## config.mk

```make
export PLATFORM = sky130hd
export DESIGN_NAME = pump_mist_hysteresis_controller_flat
export DESIGN_NICKNAME = d
export VERILOG_FILES = /design/src/rtl/pmhc_pkg.sv /design/src/rtl/pmhc_if.sv /design/src/rtl/pmhc_cfg_regs.sv /design/src/rtl/pmhc_core.sv /design/src/rtl/pump_mist_hysteresis_controller.sv /design/src/flat_wrapper.sv
export SDC_FILE = /design/constraint.sdc
export NUM_CORES = 1
export LEC_CHECK = 0
export BUFFER_PORTS_ARGS = -buffer_cell sky130_fd_sc_hd__clkbuf_2
export CORE_MARGIN = 4
export CORE_UTILIZATION = 25
export CTS_CLUSTER_SIZE = 25
export DETAILED_ROUTE_END_ITERATION = 10
export PLACE_DENSITY = 0.5
export SYNTH_ARGS = -nofsm -noshare
export SYNTH_HDL_FRONTEND = slang
export SYNTH_HIERARCHICAL = 1
export SYNTH_SLANG_ARGS = --single-unit
```

## constraint.sdc

```tcl
create_clock -name clk_i -period 7.65 [get_ports clk_i]
set_input_delay 1.1475 -clock clk_i [delete_from_list [all_inputs] [get_ports clk_i]]
set_output_delay 1.1475 -clock clk_i [all_outputs]
set_load 0.01 [all_outputs]
```

## src/rtl/pmhc_pkg.sv

```systemverilog
package pmhc_pkg;

  localparam int unsigned LEVEL_W    = 12;
  localparam int unsigned TEMP_W     = 11;
  localparam int unsigned HUM_W      = 10;
  localparam int unsigned RUN_W      = 16;
  localparam int unsigned ACTION_W   = 3;
  localparam int unsigned EVENT_W    = 2;
  localparam int unsigned CFG_IDX_W  = 3;
  localparam int unsigned CFG_DATA_W = 16;

  // Moisture at or above this reads as an open sensor
  localparam logic [LEVEL_W-1:0] OPEN_LEVEL   = 12'd4090;
  // Minimum pump run before a sample may stop it
  localparam logic [LEVEL_W-1:0] MIN_ON_TICKS = 12'd3000;

  localparam logic [LEVEL_W-1:0]        ON_LEVEL_RST   = 12'd500;
  localparam logic [LEVEL_W-1:0]        OFF_LEVEL_RST  = 12'd1500;
  localparam logic [LEVEL_W-1:0]        RES_LEVEL_RST  = 12'd500;
  localparam logic signed [TEMP_W-1:0]  TEMP_LEVEL_RST = 11'sd300;
  localparam logic [HUM_W-1:0]          HUM_LEVEL_RST  = 10'd250;
  localparam logic [RUN_W-1:0]          PUMP_RUN_RST   = 16'd5000;
  localparam logic [RUN_W-1:0]          PUMP_COOL_RST  = 16'd60000;
  localparam logic [RUN_W-1:0]          MIST_RUN_RST   = 16'd3000;

  typedef enum logic [ACTION_W-1:0] {
    ACT_TICK     = 3'd0,
    ACT_SAMPLE   = 3'd1,
    ACT_PUMP_ON  = 3'd2,
    ACT_PUMP_OFF = 3'd3,
    ACT_MIST_ON  = 3'd4,
    ACT_MIST_OFF = 3'd5,
    ACT_SET_MODE = 3'd6
  } action_e;

  typedef enum logic [EVENT_W-1:0] {
    EV_NONE  = 2'd0,
    EV_START = 2'd1,
    EV_STOP  = 2'd2
  } pump_event_e;

  typedef enum logic [CFG_IDX_W-1:0] {
    REG_ON_LEVEL   = 3'd0,
    REG_OFF_LEVEL  = 3'd1,
    REG_RES_LEVEL  = 3'd2,
    REG_TEMP_LEVEL = 3'd3,
    REG_HUM_LEVEL  = 3'd4,
    REG_PUMP_RUN   = 3'd5,
    REG_PUMP_COOL  = 3'd6,
    REG_MIST_RUN   = 3'd7
  } cfg_reg_e;

  typedef struct packed {
    logic [LEVEL_W-1:0]       on_level;
    logic [LEVEL_W-1:0]       off_level;
    logic [LEVEL_W-1:0]       res_level;
    logic signed [TEMP_W-1:0] temp_level;
    logic [HUM_W-1:0]         hum_level;
    logic [RUN_W-1:0]         pump_run;
    logic [RUN_W-1:0]         pump_cool;
    logic [RUN_W-1:0]         mist_run;
  } cfg_t;

  typedef struct packed {
    logic [ACTION_W-1:0]      action;
    logic [LEVEL_W-1:0]       moisture;
    logic [LEVEL_W-1:0]       reservoir_level;
    logic signed [TEMP_W-1:0] temperature;
    logic [HUM_W-1:0]         humidity;
    logic                     mode_value;
  } item_t;

  typedef struct packed {
    logic               pump_active;
    logic               mist_active;
    logic               reservoir_is_low;
    logic               dry_alert;
    logic               sensor_open;
    logic [EVENT_W-1:0] pump_event;
    logic               auto_active;
  } result_t;

endpackage

```

## src/rtl/pmhc_if.sv

```systemverilog
interface pmhc_in_if;
  import pmhc_pkg::*;
  logic                     valid;
  logic                     ready;
  logic [ACTION_W-1:0]      action;
  logic [LEVEL_W-1:0]       moisture;
  logic [LEVEL_W-1:0]       reservoir_level;
  logic signed [TEMP_W-1:0] temperature;
  logic [HUM_W-1:0]         humidity;
  logic                     mode_value;

  modport source (
    output valid, action, moisture, reservoir_level, temperature, humidity, mode_value,
    input  ready
  );
  modport sink (
    input  valid, action, moisture, reservoir_level, temperature, humidity, mode_value,
    output ready
  );
endinterface

interface pmhc_out_if;
  import pmhc_pkg::*;
  logic               valid;
  logic               ready;
  logic               pump_active;
  logic               mist_active;
  logic               reservoir_is_low;
  logic               dry_alert;
  logic               sensor_open;
  logic [EVENT_W-1:0] pump_event;
  logic               auto_active;

  modport source (
    output valid, pump_active, mist_active, reservoir_is_low, dry_alert, sensor_open,
           pump_event, auto_active,
    input  ready
  );
  modport sink (
    input  valid, pump_active, mist_active, reservoir_is_low, dry_alert, sensor_open,
           pump_event, auto_active,
    output ready
  );
endinterface

interface pmhc_cfg_if;
  import pmhc_pkg::*;
  logic                  valid;
  logic                  ready;
  logic [CFG_IDX_W-1:0]  index;
  logic [CFG_DATA_W-1:0] data;

  modport source (output valid, index, data, input ready);
  modport sink   (input valid, index, data, output ready);
endinterface

```

## src/rtl/pmhc_cfg_regs.sv

```systemverilog
module pmhc_cfg_regs (
  input  logic                            clk_i,
  input  logic                            rst_ni,
  input  logic                            we_i,
  input  logic [pmhc_pkg::CFG_IDX_W-1:0]  idx_i,
  input  logic [pmhc_pkg::CFG_DATA_W-1:0] data_i,
  output pmhc_pkg::cfg_t                  cfg_o
);
  import pmhc_pkg::*;

  cfg_t cfg_q, cfg_d;

  always_comb begin
    cfg_d = cfg_q;
    if (we_i) begin
      unique case (cfg_reg_e'(idx_i))
        REG_ON_LEVEL:   cfg_d.on_level   = data_i[LEVEL_W-1:0];
        REG_OFF_LEVEL:  cfg_d.off_level  = data_i[LEVEL_W-1:0];
        REG_RES_LEVEL:  cfg_d.res_level  = data_i[LEVEL_W-1:0];
        REG_TEMP_LEVEL: cfg_d.temp_level = $signed(data_i[TEMP_W-1:0]);
        REG_HUM_LEVEL:  cfg_d.hum_level  = data_i[HUM_W-1:0];
        REG_PUMP_RUN:   cfg_d.pump_run   = data_i[RUN_W-1:0];
        REG_PUMP_COOL:  cfg_d.pump_cool  = data_i[RUN_W-1:0];
        REG_MIST_RUN:   cfg_d.mist_run   = data_i[RUN_W-1:0];
        default:        cfg_d = cfg_q;
      endcase
    end
  end

  always_ff @(posedge clk_i or negedge rst_ni) begin
    if (!rst_ni) begin
      cfg_q.on_level   <= ON_LEVEL_RST;
      cfg_q.off_level  <= OFF_LEVEL_RST;
      cfg_q.res_level  <= RES_LEVEL_RST;
      cfg_q.temp_level <= TEMP_LEVEL_RST;
      cfg_q.hum_level  <= HUM_LEVEL_RST;
      cfg_q.pump_run   <= PUMP_RUN_RST;
      cfg_q.pump_cool  <= PUMP_COOL_RST;
      cfg_q.mist_run   <= MIST_RUN_RST;
    end else begin
      cfg_q <= cfg_d;
    end
  end

  assign cfg_o = cfg_q;

endmodule

```

## src/rtl/pmhc_core.sv

```systemverilog
module pmhc_core #(
  parameter int unsigned TIME_WIDTH = 16
) (
  input  logic              clk_i,
  input  logic              rst_ni,
  input  logic              adv_i,
  input  pmhc_pkg::item_t   item_i,
  input  pmhc_pkg::cfg_t    cfg_i,
  output pmhc_pkg::result_t result_o
);
  import pmhc_pkg::*;

  localparam int unsigned CMP_W = (TIME_WIDTH > RUN_W) ? TIME_WIDTH : RUN_W;
  localparam logic [TIME_WIDTH-1:0] TIME_MAX = {TIME_WIDTH{1'b1}};

  logic                  pump_running_q, pump_running_d;
  logic                  mist_running_q, mist_running_d;
  logic                  res_low_q, res_low_d;
  logic                  alert_given_q, alert_given_d;
  logic                  auto_q, auto_d;
  logic [TIME_WIDTH-1:0] pump_elapsed_q, pump_elapsed_d;
  logic [TIME_WIDTH-1:0] since_stop_q, since_stop_d;
  logic [TIME_WIDTH-1:0] mist_elapsed_q, mist_elapsed_d;

  logic [TIME_WIDTH-1:0] pump_inc, since_inc, mist_inc;
  logic                  res_low_now;
  logic                  dry_alert, sensor_open;
  pump_event_e           pump_event;

  // Saturating counter steps
  assign pump_inc  = (pump_elapsed_q == TIME_MAX) ? TIME_MAX : pump_elapsed_q + 1'b1;
  assign since_inc = (since_stop_q == TIME_MAX) ? TIME_MAX : since_stop_q + 1'b1;
  assign mist_inc  = (mist_elapsed_q == TIME_MAX) ? TIME_MAX : mist_elapsed_q + 1'b1;

  assign res_low_now = item_i.reservoir_level < cfg_i.res_level;

  always_comb begin
    pump_running_d = pump_running_q;
    mist_running_d = mist_running_q;
    res_low_d      = res_low_q;
    alert_given_d  = alert_given_q;
    auto_d         = auto_q;
    pump_elapsed_d = pump_elapsed_q;
    since_stop_d   = since_stop_q;
    mist_elapsed_d = mist_elapsed_q;
    dry_alert      = 1'b0;
    sensor_open    = 1'b0;
    pump_event     = EV_NONE;

    unique case (action_e'(item_i.action))
      ACT_TICK: begin
        pump_elapsed_d = pump_inc;
        since_stop_d   = since_inc;
        mist_elapsed_d = mist_inc;
        if (pump_running_q && (CMP_W'(pump_inc) >= CMP_W'(cfg_i.pump_run))) begin
          pump_running_d = 1'b0;
          since_stop_d   = '0;
          pump_event     = EV_STOP;
        end
        if (mist_running_q && (CMP_W'(mist_inc) >= CMP_W'(cfg_i.mist_run))) begin
          mist_running_d = 1'b0;
        end
      end
      ACT_SAMPLE: begin
        res_low_d = res_low_now;
        if (auto_q) begin
          if (pump_running_q) begin
            if ((pump_elapsed_q >= TIME_WIDTH'(MIN_ON_TICKS)) &&
                (item_i.moisture > cfg_i.off_level)) begin
              pump_running_d = 1'b0;
              since_stop_d   = '0;
              pump_event     = EV_STOP;
            end
          end else begin
            // hold off during cooldown, open sensor and low reservoir
            priority if (CMP_W'(since_stop_q) < CMP_W'(cfg_i.pump_cool)) begin
              pump_event = EV_NONE;
            end else if (item_i.moisture >= OPEN_LEVEL) begin
              sensor_open = 1'b1;
            end else if (res_low_now) begin
              pump_event = EV_NONE;
            end else if (item_i.moisture < cfg_i.on_level) begin
              pump_running_d = 1'b1;
              pump_elapsed_d = '0;
              pump_event     = EV_START;
              if (!alert_given_q) begin
                dry_alert     = 1'b1;
                alert_given_d = 1'b1;
              end
            end else begin
              alert_given_d = 1'b0;
            end
          end
          if (!mist_running_q &&
              ($signed(item_i.temperature) > $signed(cfg_i.temp_level)) &&
              (item_i.humidity < cfg_i.hum_level)) begin
            mist_running_d = 1'b1;
            mist_elapsed_d = '0;
          end
        end
      end
      ACT_PUMP_ON: begin
        if (!pump_running_q && !res_low_q) begin
          pump_running_d = 1'b1;
          pump_elapsed_d = '0;
          pump_event     = EV_START;
        end
      end
      ACT_PUMP_OFF: begin
        pump_running_d = 1'b0;
        since_stop_d   = '0;
        pump_event     = EV_STOP;
      end
      ACT_MIST_ON: begin
        if (!mist_running_q) begin
          mist_running_d = 1'b1;
          mist_elapsed_d = '0;
        end
      end
      ACT_MIST_OFF: begin
        mist_running_d = 1'b0;
      end
      ACT_SET_MODE: begin
        auto_d = item_i.mode_value;
      end
      default: begin
        pump_event = EV_NONE;
      end
    endcase
  end

  always_ff @(posedge clk_i or negedge rst_ni) begin
    if (!rst_ni) begin
      pump_running_q <= 1'b0;
      mist_running_q <= 1'b0;
      res_low_q      <= 1'b0;
      alert_given_q  <= 1'b0;
      auto_q         <= 1'b1;
      pump_elapsed_q <= '0;
      since_stop_q   <= TIME_MAX;
      mist_elapsed_q <= '0;
    end else if (adv_i) begin
      pump_running_q <= pump_running_d;
      mist_running_q <= mist_running_d;
      res_low_q      <= res_low_d;
      alert_given_q  <= alert_given_d;
      auto_q         <= auto_d;
      pump_elapsed_q <= pump_elapsed_d;
      since_stop_q   <= since_stop_d;
      mist_elapsed_q <= mist_elapsed_d;
    end
  end

  assign result_o.pump_active      = pump_running_d;
  assign result_o.mist_active      = mist_running_d;
  assign result_o.reservoir_is_low = res_low_d;
  assign result_o.dry_alert        = dry_alert;
  assign result_o.sensor_open      = sensor_open;
  assign result_o.pump_event       = pump_event;
  assign result_o.auto_active      = auto_d;

endmodule

```

## src/rtl/pump_mist_hysteresis_controller.sv

```systemverilog
// Pipeline: an accepted item sits in the input register, and its result is registered
// when the item advances, which waits until the output register is empty or taken.
// Throughput: one item per cycle unless stalled; update is one compare-and-count pass.
// Reset: pump and mister off, counters cleared, cooldown counter at all ones,
// auto mode on, level and time registers back to their default values.
module pump_mist_hysteresis_controller #(
  parameter int unsigned TIME_WIDTH = 16
) (
  input  logic       clk_i,
  input  logic       rst_ni,
  pmhc_in_if.sink    in_i,
  pmhc_out_if.source out_o,
  pmhc_cfg_if.sink   cfg_i
);
  import pmhc_pkg::*;

  logic    in_valid_q, in_valid_d;
  item_t   item_q;
  logic    out_valid_q, out_valid_d;
  result_t result_q, result_d;
  cfg_t    cfg;
  logic    in_accept, adv;

  assign adv         = in_valid_q && (!out_valid_q || out_o.ready);
  assign in_i.ready  = !in_valid_q || adv;
  assign in_accept   = in_i.valid && in_i.ready;
  assign cfg_i.ready = 1'b1;

  assign in_valid_d  = in_accept ? 1'b1 : (adv ? 1'b0 : in_valid_q);
  assign out_valid_d = adv ? 1'b1 : (out_o.ready ? 1'b0 : out_valid_q);

  always_ff @(posedge clk_i or negedge rst_ni) begin
    if (!rst_ni) begin
      in_valid_q  <= 1'b0;
      out_valid_q <= 1'b0;
    end else begin
      in_valid_q  <= in_valid_d;
      out_valid_q <= out_valid_d;
    end
  end

  always_ff @(posedge clk_i) begin
    if (in_accept) begin
      item_q.action          <= in_i.action;
      item_q.moisture        <= in_i.moisture;
      item_q.reservoir_level <= in_i.reservoir_level;
      item_q.temperature     <= in_i.temperature;
      item_q.humidity        <= in_i.humidity;
      item_q.mode_value      <= in_i.mode_value;
    end
    if (adv) begin
      result_q <= result_d;
    end
  end

  pmhc_cfg_regs u_cfg_regs (
    .clk_i  (clk_i),
    .rst_ni (rst_ni),
    .we_i   (cfg_i.valid && cfg_i.ready),
    .idx_i  (cfg_i.index),
    .data_i (cfg_i.data),
    .cfg_o  (cfg)
  );

  pmhc_core #(
    .TIME_WIDTH (TIME_WIDTH)
  ) u_core (
    .clk_i    (clk_i),
    .rst_ni   (rst_ni),
    .adv_i    (adv),
    .item_i   (item_q),
    .cfg_i    (cfg),
    .result_o (result_d)
  );

  assign out_o.valid            = out_valid_q;
  assign out_o.pump_active      = result_q.pump_active;
  assign out_o.mist_active      = result_q.mist_active;
  assign out_o.reservoir_is_low = result_q.reservoir_is_low;
  assign out_o.dry_alert        = result_q.dry_alert;
  assign out_o.sensor_open      = result_q.sensor_open;
  assign out_o.pump_event       = result_q.pump_event;
  assign out_o.auto_active      = result_q.auto_active;

  a_stop_clears_pump: assert property (@(posedge clk_i) disable iff (!rst_ni)
    out_valid_q && (result_q.pump_event == EV_STOP) |-> !result_q.pump_active)
    else $error("pump reported stopped but still active");

  a_alert_on_start: assert property (@(posedge clk_i) disable iff (!rst_ni)
    out_valid_q && result_q.dry_alert |-> (result_q.pump_event == EV_START) &&
    result_q.pump_active && result_q.auto_active)
    else $error("dry alert without an auto pump start");

  a_open_no_event: assert property (@(posedge clk_i) disable iff (!rst_ni)
    out_valid_q && result_q.sensor_open |-> (result_q.pump_event == EV_NONE) &&
    !result_q.pump_active && result_q.auto_active)
    else $error("open sensor flagged alongside a pump change");

  a_adv_fills_out: assert property (@(posedge clk_i) disable iff (!rst_ni)
    adv |=> out_valid_q)
    else $error("item advanced but result register not valid");

endmodule

```

## src/flat_wrapper.sv

```systemverilog
// flat-port wrapper written by rule: the top's interface ports become plain ports
module pump_mist_hysteresis_controller_flat import pmhc_pkg::*;
#(
  parameter int unsigned TIME_WIDTH = 16
)
  (clk_i, rst_ni, in_i_valid, in_i_action, in_i_moisture, in_i_reservoir_level, in_i_temperature, in_i_humidity, in_i_mode_value, in_i_ready, out_o_valid, out_o_pump_active, out_o_mist_active, out_o_reservoir_is_low, out_o_dry_alert, out_o_sensor_open, out_o_pump_event, out_o_auto_active, out_o_ready, cfg_i_valid, cfg_i_index, cfg_i_data, cfg_i_ready);
  pmhc_in_if in_i_i ();
  pmhc_out_if out_o_i ();
  pmhc_cfg_if cfg_i_i ();
  input  logic clk_i;
  input  logic rst_ni;
  input wire logic [$bits(in_i_i.valid)-1:0] in_i_valid;
  input wire logic [$bits(in_i_i.action)-1:0] in_i_action;
  input wire logic [$bits(in_i_i.moisture)-1:0] in_i_moisture;
  input wire logic [$bits(in_i_i.reservoir_level)-1:0] in_i_reservoir_level;
  input wire logic [$bits(in_i_i.temperature)-1:0] in_i_temperature;
  input wire logic [$bits(in_i_i.humidity)-1:0] in_i_humidity;
  input wire logic [$bits(in_i_i.mode_value)-1:0] in_i_mode_value;
  output wire logic [$bits(in_i_i.ready)-1:0] in_i_ready;
  output wire logic [$bits(out_o_i.valid)-1:0] out_o_valid;
  output wire logic [$bits(out_o_i.pump_active)-1:0] out_o_pump_active;
  output wire logic [$bits(out_o_i.mist_active)-1:0] out_o_mist_active;
  output wire logic [$bits(out_o_i.reservoir_is_low)-1:0] out_o_reservoir_is_low;
  output wire logic [$bits(out_o_i.dry_alert)-1:0] out_o_dry_alert;
  output wire logic [$bits(out_o_i.sensor_open)-1:0] out_o_sensor_open;
  output wire logic [$bits(out_o_i.pump_event)-1:0] out_o_pump_event;
  output wire logic [$bits(out_o_i.auto_active)-1:0] out_o_auto_active;
  input wire logic [$bits(out_o_i.ready)-1:0] out_o_ready;
  input wire logic [$bits(cfg_i_i.valid)-1:0] cfg_i_valid;
  input wire logic [$bits(cfg_i_i.index)-1:0] cfg_i_index;
  input wire logic [$bits(cfg_i_i.data)-1:0] cfg_i_data;
  output wire logic [$bits(cfg_i_i.ready)-1:0] cfg_i_ready;
  assign in_i_i.valid = in_i_valid;
  assign in_i_i.action = in_i_action;
  assign in_i_i.moisture = in_i_moisture;
  assign in_i_i.reservoir_level = in_i_reservoir_level;
  assign in_i_i.temperature = in_i_temperature;
  assign in_i_i.humidity = in_i_humidity;
  assign in_i_i.mode_value = in_i_mode_value;
  assign in_i_ready = in_i_i.ready;
  assign out_o_valid = out_o_i.valid;
  assign out_o_pump_active = out_o_i.pump_active;
  assign out_o_mist_active = out_o_i.mist_active;
  assign out_o_reservoir_is_low = out_o_i.reservoir_is_low;
  assign out_o_dry_alert = out_o_i.dry_alert;
  assign out_o_sensor_open = out_o_i.sensor_open;
  assign out_o_pump_event = out_o_i.pump_event;
  assign out_o_auto_active = out_o_i.auto_active;
  assign out_o_i.ready = out_o_ready;
  assign cfg_i_i.valid = cfg_i_valid;
  assign cfg_i_i.index = cfg_i_index;
  assign cfg_i_i.data = cfg_i_data;
  assign cfg_i_ready = cfg_i_i.ready;
  pump_mist_hysteresis_controller #(.TIME_WIDTH(TIME_WIDTH)) u_core (.clk_i(clk_i), .rst_ni(rst_ni), .in_i(in_i_i), .out_o(out_o_i), .cfg_i(cfg_i_i));
endmodule
```

==> metrics.md <==
| Metric | Value |
|---|---|
| Worst r2r path cells | 14 |
| Synth Flop Type | dfrtp_1 |
| I/O pins | 84 |
| Max Fanout on Critical Path | 16 |
| Top post-synthesis cells by area | dfrtp_1, edfxtp_1, dfstp_2 |
| Crit path capture type | register |
| Hold EP | u_core/u_core/alert_given_q |
| M1 GR Usage | 0.148 |
| Final worst slack | 3.57 ns |
| Routed Wire Length | 28700 µm |
| CTS HTree Levels | 1 |
| Worst VDD drop | 0.000165 V |
| Max stage delay on crit path | 0.64 ns |
| Crit path DAT | 4.53 ns |
| Fillers | 4931 |
| Placed Cells incl. Taps | 1707 |
| Row count | 80 |
| Maximum clock rate | 245 MHz |
| Vias in the first global route | 8039 |
| CP Launch Type | register |
| GR met2 Demand/Resource | 0.189 |
| Max Buffers Root-to-Sink | 3 |
| Syn Area/Cell | 11.5 µm² |
| Design Area, Final | 13800 µm² |
| Final setup violation count | 0 |
| Clock transition at path regs | 0.06 ns |
| Final Hold Viols | 0 |
| Starting Density | 0.252 |
| Crit-path slowest cell | or3_1 |
| 1st-iter DRT viols | 463 |
| Total setup buffers inserted after CTS | 0 |
| Mapped Cells | 1049 |
| Number of synthesized flops with an enable pin | 57 |
| RSZ-0062 raised after global routing | no |
| DR pass1 iterations | 5 |
| Ant. Diodes | 0 |
| Total clock sinks | 217 |
| Crit share post-route | 0.533 |
| Hold slack final | 0.494 ns |
| Skew-Pair Late Insertion Delay | 0.53 ns |
| Post-synth net total | 1227 |
| Layout cell share with drive strength beyond 1 | 0.291 |
| GR Overflow Total | 0 |
| Register area | 5800 µm² |
| Crit-path cells | ha_1 -> nand2_1 -> nor2_1 -> nand3_1 -> or3_1 -> o21ai_0 -> ha_1 -> a211o_1 -> a21oi_1 -> o21ai_1 -> a221o_1 -> a31oi_4 -> o21ai_0 -> a21oi_1 |
| Yosys reg bits | 217 |
| IO Port Bufs | 82 |
| Number of CTS-inserted buffers | 25 |
| Async SR Flop Fraction | 0.737 |
| Initial antenna violation count | 0 |
| Post-route DRC | 0 |
| Slew @ Worst Pin | 1.02 ns |
| Total negative slack | 0 ns |
| Commonest cells in the netlist | inv_1, mux2_2, ha_1, dfrtp_1, nand2_1 |
| Met3 global-route usage | 0.0200 |
| Fin cells | 1752 |
| Yosys warnings | 6 |
| Mapped Area | 12000 µm² |
| Netlist cell types | 84 |
| Lkg Pwr | 6.12 nW |
| Resize count post-CTS | 0 |
| Multi-input gate area | 5470 µm² |
| First-pass GRT wire length | 45500 µm |
| Routed WL per cell | 16.4 µm |
| GP Congestion | 0.815 |
| Final min period | 4.08 ns |
| RR Endpoint | u_core/u_core/since_stop_q[7] |
| DIE HEIGHT | 227 µm |
| Hold depth | 1 |
| Final slew viol count | 0 |
| Pwr/cell area | 252 nW/µm² |
| Die area | 51700 µm² |
| Nets | 1297 |
| Synth-to-Final Area Change | 14.7% |
| Pre-CTS WS | 3.60 ns |
| Count leader, synth | inv_1 |
| Post-CTS Hold Fix Bufs | 0 |
| Largest net degree at the start of global routing | 92 |
| Hold Startpoint | u_core/u_core/alert_given_q |
| Root Buffer Master | clkbuf_16 |
| Area of placed instances | 12900 µm² |
| Die W | 227 µm |
| DR vias/cell | 4.54 |
| Via count | 7962 |
| CORE AREA | 47600 µm² |
| Synth top area share | 0.198 |
| Detail Placement HPWL | 20600 µm |
| CP Data Required Time | 8.10 ns |
| Worst min path class | register to register |
| Outcome | finished clean |
| Global Route Usage Sum | 0.113 |
| RR Startpoint | u_core/u_core/pump_elapsed_q[0] |
| Setup CP Type | register to register |
| Worst Skew | 0.0151 ns |
| Seq/Total Area, Yosys | 0.482 |
| Post-synth top area cell | dfrtp_1 |
| Post-DRT Antenna Nets | 0 |
| Slew headroom | 0.318 |
| CTS tree | built |
| Worst reg2reg setup slack | 3.57 ns |
| Max cap viols | 0 |
| Busiest grt layer | met2 |
==> stage by stage <==
stage	total power [mW]	utilization
after floorplan	2.02	-
after global placement	2.19	0.271
after detailed placement	2.22	0.271
after CTS	3.55	0.290
after global routing	3.71	0.290
final	3.48	0.290
==> state kept, by name, indices dropped and copies added (netlist names), 2 cells and up <==
name,count
u_core/u_core/pump_elapsed_q,16
u_core/item_q,49
u_core/u_core/since_stop_q,16
u_core/u_core/mist_elapsed_q,16
u_core/u_cfg_regs/cfg_o,105
u_core/out_o.pump_event,2
==> cell usage in the layout, fill, tap and decap left out, types with 5 or more instances in the layout <==
master / synthesis / routed
a211oi_1: 7 / 7
a21o_1: 7 / 7
a21oi_1: 58 / 58
a22o_1: 22 / 22
a31oi_1: 21 / 21
and2_1: 8 / 8
and3_1: 8 / 8
bufinv_16: 0 / 5
clkbuf_16: 0 / 26
clkbuf_2: 0 / 81
dfrtp_1: 95 / 95
dfstp_2: 65 / 65
edfxtp_1: 57 / 57
ha_1: 105 / 105
inv_1: 116 / 116
mux2_1: 5 / 5
mux2_2: 107 / 107
nand2_1: 70 / 70
nand2b_1: 16 / 16
nand3_1: 30 / 30
nand4_1: 14 / 14
nor2_1: 29 / 29
nor2b_1: 8 / 8
o211ai_1: 6 / 6
o21ai_0: 38 / 38
o21ai_1: 9 / 9
xnor2_1: 9 / 9
xor2_1: 8 / 8
==> routing by layer <==
layer	vias to the layer above	share of wire
met3	43	0.041
met4	0	0.027
met2	140	0.48
li1	3903	-
met5	-	0
met1	3876	0.46
==> cells by family after synthesis <==
logic type      after synthesis  synth area share
simple gates                230             0.112
flops                       217             0.482
compound gates              210             0.117
buf+inv                     157            0.0630
mux                         112             0.105
fa+ha+maj                   105             0.109
xor+xnor                     17            0.0124
other cells                   1          0.000312
==> how the worst max path moves through the flow <==
stage	start	to	slack, ns	cells past startpoint
after floorplan	u_core/u_core/pump_elapsed_q[0]	u_core/u_core/since_stop_q[7]	4.31	16
final	u_core/u_core/pump_elapsed_q[0]	u_core/u_core/since_stop_q[7]	3.57	14
after detailed placement	u_core/u_core/pump_elapsed_q[0]	u_core/u_core/since_stop_q[7]	3.60	14
after global placement	u_core/u_core/pump_elapsed_q[0]	u_core/u_core/since_stop_q[14]	3.68	14
after CTS	u_core/u_core/pump_elapsed_q[0]	u_core/u_core/since_stop_q[7]	3.56	14
after global routing	u_core/u_core/pump_elapsed_q[0]	u_core/u_core/since_stop_q[14]	3.13	14
==> area by class of cell <==
cell class                      instances  area share
Clock buffer                           33      0.0512
Tap cell                              615      0.0558
Multi-Input combinational cell        675       0.397
Timing Repair Buffer                   84      0.0313
Inverter                              116      0.0316
Clock inverter                         12      0.0135
Sequential cell                       217       0.420
==> power breakdown <==
group          switching, mW  internal (mW)  total, mW
Sequential             0.118           1.42       1.54
Combinational          0.343          0.311      0.654
Clock                  0.474          0.817       1.29
Total                  0.936           2.55       3.48
==> critical path, delay by kind of cell (launching register included) <==
| kind | cells | cell delay, ns |
|---|---|---|
| simple gates | 4 | 1.15 |
| compound gates | 8 | 1.90 |
| fa+ha+maj | 2 | 0.52 |
| flops | 1 | 0.41 |
Power figures use the tool's default switching activity.
